--- config.mk ---
export PLATFORM = sky130hd
export DESIGN_NAME = unique_fifo_queue
export DESIGN_NICKNAME = d
export VERILOG_FILES = /design/src/ufq_pkg.sv /design/src/ufq_cell.sv /design/src/unique_fifo_queue.sv
export SDC_FILE = /design/constraint.sdc
export NUM_CORES = 1
export LEC_CHECK = 0
export CELL_PAD_IN_SITES_DETAIL_PLACEMENT = 0
export CELL_PAD_IN_SITES_GLOBAL_PLACEMENT = 1
export CORE_UTILIZATION = 25
export DETAILED_ROUTE_END_ITERATION = 10
export DONT_BUFFER_PORTS = 1
export PLACE_DENSITY_LB_ADDON = 0.12
export SLEW_MARGIN = 20
export SYNTH_ARGS = -nofsm -noshare
export SYNTH_HDL_FRONTEND = slang
export SYNTH_SLANG_ARGS = --single-unit
export TNS_END_PERCENT = 5
--- constraint.sdc ---
create_clock -name clk_i -period 11.9 [get_ports clk_i]
set_input_delay 1.785 -clock clk_i [delete_from_list [all_inputs] [get_ports clk_i]]
set_output_delay 1.785 -clock clk_i [all_outputs]
set_load 0.02 [all_outputs]
--- src/ufq_pkg.sv ---
// Shared types and constants for the unique_fifo_queue block.
// No dependencies; used by the cell, the top level and the checker.
package ufq_pkg;

  localparam int unsigned DEPTH = 16;
  localparam int unsigned VAL_W = 31;
  localparam int unsigned CNT_W = $clog2(DEPTH + 1);
  localparam int unsigned DATA_W = ((VAL_W + 7) / 8) * 8;

  typedef enum logic {
    CMD_INSERT = 1'b0,
    CMD_REMOVE = 1'b1
  } cmd_e;

  typedef enum logic [1:0] {
    ST_OK    = 2'd0,
    ST_DUP   = 2'd1,
    ST_FULL  = 2'd2,
    ST_EMPTY = 2'd3
  } status_e;

  // Per-cell control from the queue controller.
  typedef struct packed {
    logic shift;  // take the neighbor's value (remove)
    logic load;   // take the inserted value (this cell is the tail slot)
  } cell_ctrl_t;

endpackage

--- src/ufq_cell.sv ---
// One storage cell of the unique_fifo_queue chain: holds a value, shifts
// toward the head on remove, loads on insert, compares against the key.
// Depends on ufq_pkg.
module ufq_cell (
  input  logic                        clk_i,
  input  ufq_pkg::cell_ctrl_t         ctrl_i,
  input  logic                        occupied_i,
  input  logic [ufq_pkg::VAL_W-1:0]   next_value_i,
  input  logic [ufq_pkg::VAL_W-1:0]   ins_value_i,
  output logic [ufq_pkg::VAL_W-1:0]   value_o,
  output logic                        match_o
);

  logic [ufq_pkg::VAL_W-1:0] value_q, value_d;

  always_comb begin
    value_d = value_q;
    if (ctrl_i.shift) begin
      value_d = next_value_i;
    end else if (ctrl_i.load) begin
      value_d = ins_value_i;
    end
  end

  always_ff @(posedge clk_i) begin
    value_q <= value_d;
  end

  assign value_o = value_q;
  assign match_o = occupied_i && (value_q == ins_value_i);

endmodule

--- src/unique_fifo_queue.sv ---
// unique_fifo_queue: FIFO of 31-bit values that rejects duplicates; uses ufq_pkg, ufq_cell.
// The result of an accepted input transaction is registered and appears in the cycle after acceptance.
// Throughput: one transaction per cycle; all cells compare and shift in one step,
// and the input stalls only while a result waits on m_axis_tready.
// Reset: entry count and result valid clear at once; cell contents are not
// cleared and are never read before they are written.
module unique_fifo_queue (
  input  logic                         clk_i,
  input  logic                         rst_ni,
  input  logic                         s_axis_tvalid,
  output logic                         s_axis_tready,
  input  logic [ufq_pkg::DATA_W-1:0]   s_axis_tdata,   // [30:0] value, rest zero
  input  logic                         s_axis_tuser,   // [0] command
  output logic                         m_axis_tvalid,
  input  logic                         m_axis_tready,
  output logic [ufq_pkg::DATA_W-1:0]   m_axis_tdata,   // [30:0] result_value, rest zero
  output logic [1:0]                   m_axis_tuser    // [1:0] status
);

  localparam int unsigned N = ufq_pkg::DEPTH;

  // Queue occupancy; cell 0 holds the oldest entry.
  logic [ufq_pkg::CNT_W-1:0] count_q, count_d;

  // Result register decouples the output side from the queue.
  logic                        out_valid_q, out_valid_d;
  logic [ufq_pkg::VAL_W-1:0]   out_value_q, out_value_d;
  ufq_pkg::status_e            out_status_q, out_status_d;

  logic [ufq_pkg::VAL_W-1:0]   key;
  logic                        accept;
  logic                        is_insert;
  logic                        full;
  logic                        empty;
  logic                        dup;
  logic                        ins_ok;
  logic                        rem_ok;

  logic [N-1:0]                occupied;
  logic [N-1:0]                match;
  logic [ufq_pkg::VAL_W-1:0]   cell_value [N];
  ufq_pkg::cell_ctrl_t         cell_ctrl  [N];

  assign key       = s_axis_tdata[ufq_pkg::VAL_W-1:0];
  assign is_insert = (s_axis_tuser == ufq_pkg::CMD_INSERT);

  // Take a new transaction whenever the result slot is free or draining.
  assign s_axis_tready = !out_valid_q || m_axis_tready;
  assign accept        = s_axis_tvalid && s_axis_tready;

  assign full   = (count_q == ufq_pkg::CNT_W'(N));
  assign empty  = (count_q == '0);
  assign dup    = |match;
  // Full wins over duplicate.
  assign ins_ok = is_insert && !full && !dup;
  assign rem_ok = !is_insert && !empty;

  // Build the chain of cells; each one hands its value to the one below.
  for (genvar i = 0; i < N; i++) begin : g_cell
    logic [ufq_pkg::VAL_W-1:0] next_value;

    assign occupied[i]        = (ufq_pkg::CNT_W'(i) < count_q);
    assign cell_ctrl[i].shift = accept && rem_ok;
    // The tail slot is the first free cell.
    assign cell_ctrl[i].load  = accept && ins_ok && (count_q == ufq_pkg::CNT_W'(i));

    if (i == N - 1) begin : g_last
      // Nothing above the last cell: it holds its own value on a shift.
      assign next_value = cell_value[i];
    end else begin : g_mid
      assign next_value = cell_value[i+1];
    end

    ufq_cell u_cell (
      .clk_i        (clk_i),
      .ctrl_i       (cell_ctrl[i]),
      .occupied_i   (occupied[i]),
      .next_value_i (next_value),
      .ins_value_i  (key),
      .value_o      (cell_value[i]),
      .match_o      (match[i])
    );
  end

  always_comb begin
    count_d      = count_q;
    out_valid_d  = out_valid_q;
    out_value_d  = out_value_q;
    out_status_d = out_status_q;

    // Drop the result once the downstream side takes it.
    if (m_axis_tready) begin
      out_valid_d = 1'b0;
    end

    if (accept) begin
      out_valid_d = 1'b1;
      out_value_d = '0;
      if (is_insert) begin
        if (full) begin
          out_status_d = ufq_pkg::ST_FULL;
        end else if (dup) begin
          out_status_d = ufq_pkg::ST_DUP;
        end else begin
          out_status_d = ufq_pkg::ST_OK;
          out_value_d  = key;
          count_d      = count_q + 1'b1;
        end
      end else begin
        if (empty) begin
          out_status_d = ufq_pkg::ST_EMPTY;
        end else begin
          // Return the head; the chain shifts it out this cycle.
          out_status_d = ufq_pkg::ST_OK;
          out_value_d  = cell_value[0];
          count_d      = count_q - 1'b1;
        end
      end
    end
  end

  always_ff @(posedge clk_i or negedge rst_ni) begin
    if (!rst_ni) begin
      count_q     <= '0;
      out_valid_q <= 1'b0;
    end else begin
      count_q     <= count_d;
      out_valid_q <= out_valid_d;
    end
  end

  always_ff @(posedge clk_i) begin
    out_value_q  <= out_value_d;
    out_status_q <= out_status_d;
  end

  assign m_axis_tvalid = out_valid_q;
  assign m_axis_tdata  = ufq_pkg::DATA_W'(out_value_q);
  assign m_axis_tuser  = out_status_q;

endmodule

==> reports/results.txt <==
Top FF cell, synth: edfxtp_1
Worst clock skew: 32.64 ps
FP Rows: 123
Post-synthesis cell count: 2235
Worst path top cell family by delay: simple AND/OR/NAND/NOR gates
Clock root buffer: clkbuf_16
Most common cell after layout, fill and taps aside: edfxtp_1
Crit path cell chain: nand2b_1, nor3_1, nor3_1, nand3_1, and4_1, nand4_4, or4_1, a21oi_4
CP endpoint: g_cell[11].u_cell.value_o[13]$_DFFE_PP_
# nets final: 2228
Netlist cell types: 60
CTS tree: built
Worst R2R End: g_cell[11].u_cell.value_o[13]$_DFFE_PP_
Relative slew slack: 0.2699
R2R depth: 8
Total CTS buffers: 67
Max-Cap Viols: 0
Area grow syn2layout: 12.71%
CP most frequent cell: nor3_1
Vias/cell: 4.747
Antenna viol nets, final: 0
Critical path buffer and inverter count: 0
Largest net degree at the start of global routing: 163
Register area share after synthesis: 0.5660
Gr busiest metal: met2
Worst Setup Start Kind: flop
DR WL/cell: 27.96 um
Initial Util: 0.2522
Worst-path fanout max: 31
Sink Count: 535
Largest cells by area after synthesis: edfxtp_1, xnor2_1, a21o_1
Worst path required time: 12130 ps
Post-CTS Resized: 0
Max Transition Viols Final: 0
# fillers: 11.60k
Synthesized area: 0.02833 mm2
Grt met2 use: 0.3301
Fmax: 198.2 MHz
Detail Placement HPWL: 81590 um
All-Layer GR Usage: 0.1798
Final period utilization: 0.4239
Status: completed
DRC: 0
Psw: 0.001476 W
WP depth: 8
Clk_lat worst skew: 630 ps
Combinational power share: 0.155
Post-synth ARST share: 0.01121
DR iter-0 viols: 1322
IO Port Bufs: 0
Register area: 0.01604 mm2
H-tree depth: 3
Post-synthesis register bit count: 535
Sw Share: 0.2877
# Post-CTS Setup Buffers: 0
Final Wtd Congestion: 1.002
Slowest cell on the critical path: dfrtp_1
Clk buf depth: 3
Worst R2R Setup Slack: 6860 ps
CP Capture Type: flop
Worst slew pin tran: 1095 ps
Grt total ovfl: 0
Hold Slack: 568.3 ps
Final setup viols: 0
Initial antenna violation count: 0
Syn Nets: 2277
Max incr delay on CP: 870 ps
Total Negative Setup Slacks: 0 ps
Post-synth EDFFs: 529
Pint: 0.003654 W
Post-Syn Area per Cell: 12.68 um2
Multi-input gate area: 0.01152 mm2
First-pass detailed-route iteration total: 6
WS Path Type: reg2reg
I/O pin count: 73
Final WL: 104500 um
VDD IR max: 0.07983 mV
DR vias: 17.75k
Pwr Density: 160.7 mW/mm2
Worst Setup SP: count_q[3]$_DFFE_PN0P_
Hold_buf cts: 0
Tmin final: 5045 ps
CTS clk-pin slew, worst paths: 60 ps
Die H: 338.6 um
Highest-count cells in the layout ignoring fill and taps: edfxtp_1, a21o_1, xnor2_1
Die Width: 338.6 um
Met3 usage: 0.02148
First-pass GRT wire length: 145300 um
RSZ-0062 raised after global routing: false
Core Box Area: 0.1123 mm2
Die area: 0.1147 mm2
Worst hold path type: reg2reg
Layout cells sized above 1: 0.07555
Clock power frac: 0.388
Final hold violation count: 0
Vias in the first global route: 18.47k
Reg2Reg Launch Point: count_q[3]$_DFFE_PN0P_
Post-synth top area share: 0.5607
GR Util met1: 0.2116
Leakage: 11.65 nW
Yosys top cell by area: edfxtp_1
Crit path DAT: 5270 ps
Synth warn: 0
Seq pwr share: 0.457
-- metal layers --
metal,share of wire,vias up
li1,-,8342
met1,0.41,8752
met2,0.52,492
met3,0.030,160
met4,0.039,0
met5,0,-
-- cells in the mapped netlist, types with 4 or more instances --
cell      count
and4_1        5
a21oi_1      13
nor3_1       28
dfrtp_1       6
buf_6         6
nand4b_1      7
or3_1         5
buf_4        27
a21o_1      467
nand4_1     200
a22o_1       31
inv_1         7
o21ai_0       4
nor2b_1      33
nand2_1      38
nand3_1      34
edfxtp_1    529
ha_1          5
nor4_1       59
clkbuf_1     46
o31ai_1       4
nor3b_1       5
nand2b_1      5
xor2_1       53
buf_2        89
nor2_1       26
or4_1         6
xnor2_1     446
-- flip-flops by register name, summed over array words and instances, names as in the netlist --
signal and flops:
m_axis_tuser 2, out_value_q 31, m_axis_tvalid 1, count_q 5, g_cell.u_cell.value_o 496
-- how the worst min path moves through the flow --
stage,end,depth (start not counted),startpoint
6_report,g_cell[1].u_cell.value_o[21]$_DFFE_PP_,1,g_cell[2].u_cell.value_o[21]$_DFFE_PP_
5_1_grt,g_cell[13].u_cell.value_o[20]$_DFFE_PP_,1,g_cell[14].u_cell.value_o[20]$_DFFE_PP_
4_1_cts,g_cell[7].u_cell.value_o[15]$_DFFE_PP_,1,g_cell[8].u_cell.value_o[15]$_DFFE_PP_
3_5_place_dp,g_cell[3].u_cell.value_o[22]$_DFFE_PP_,1,g_cell[4].u_cell.value_o[22]$_DFFE_PP_
3_3_place_gp,g_cell[14].u_cell.value_o[9]$_DFFE_PP_,1,g_cell[15].u_cell.value_o[9]$_DFFE_PP_
2_1_floorplan,g_cell[0].u_cell.value_o[15]$_DFFE_PP_,1,g_cell[1].u_cell.value_o[15]$_DFFE_PP_
-- metrics by stage --
stage / cells / instance area [um2] / util / worst slack (ps) / power [W]
detailed placement: 3617 / 29860 / 0.2658 / 6587 / 0.003186
finish: 3738 / 31930 / 0.2842 / 6855 / 0.005130
global route: 3737 / 31930 / 0.2842 / 6710 / 0.005317
CTS: 3737 / 31930 / 0.2842 / 6847 / 0.005197
floorplan: 2235 / 28330 / - / 4944 / 0.002887
global placement: 3617 / 29860 / 0.2658 / 6607 / 0.003187
-- power groups by stage --
stage / Clock (W) / Sequential [W] / Combinational [W]
2_1_floorplan: 0 / 0.00234 / 0.000544
3_3_place_gp: 0 / 0.00238 / 0.000803
3_5_place_dp: 0 / 0.00238 / 0.000803
4_1_cts: 0.00204 / 0.00234 / 0.000809
5_1_grt: 0.00211 / 0.00236 / 0.000852
6_report: 0.00199 / 0.00234 / 0.000796
-- worst register-to-register path, delay by kind of cell, from the launching register on --
kind             cells  cell delay, ps
AND/OR/NAND/NOR      7            2930
flip-flops           1             870
AO/OA/AOI/OAI        1             830
-- logic make-up after synthesis --
| kind of cell | after synthesis | share of synthesized area |
|---|---|---|
| XOR/XNOR | 499 | 0.1543 |
| other | 1 | 0.0001324 |
| buffers and inverters | 176 | 0.03242 |
| flip-flops | 535 | 0.5660 |
| adder cells (fa/ha/maj) | 5 | 0.002208 |
| AO/OA/AOI/OAI | 542 | 0.1439 |
| multiplexers | 1 | 0.0003533 |
| AND/OR/NAND/NOR | 476 | 0.1007 |
-- layout make-up --
class | count | share of cell area
sequential | 535 | 0.5022
clock buffer | 82 | 0.05427
inverter | 7 | 0.0008229
timing repair buffer | 51 | 0.01277
antenna | 1 | 0.00007837
tap | 1500 | 0.05878
multi-input combinational | 1524 | 0.3607
clock inverter | 38 | 0.01038
(Power assumes the default switching activity.)
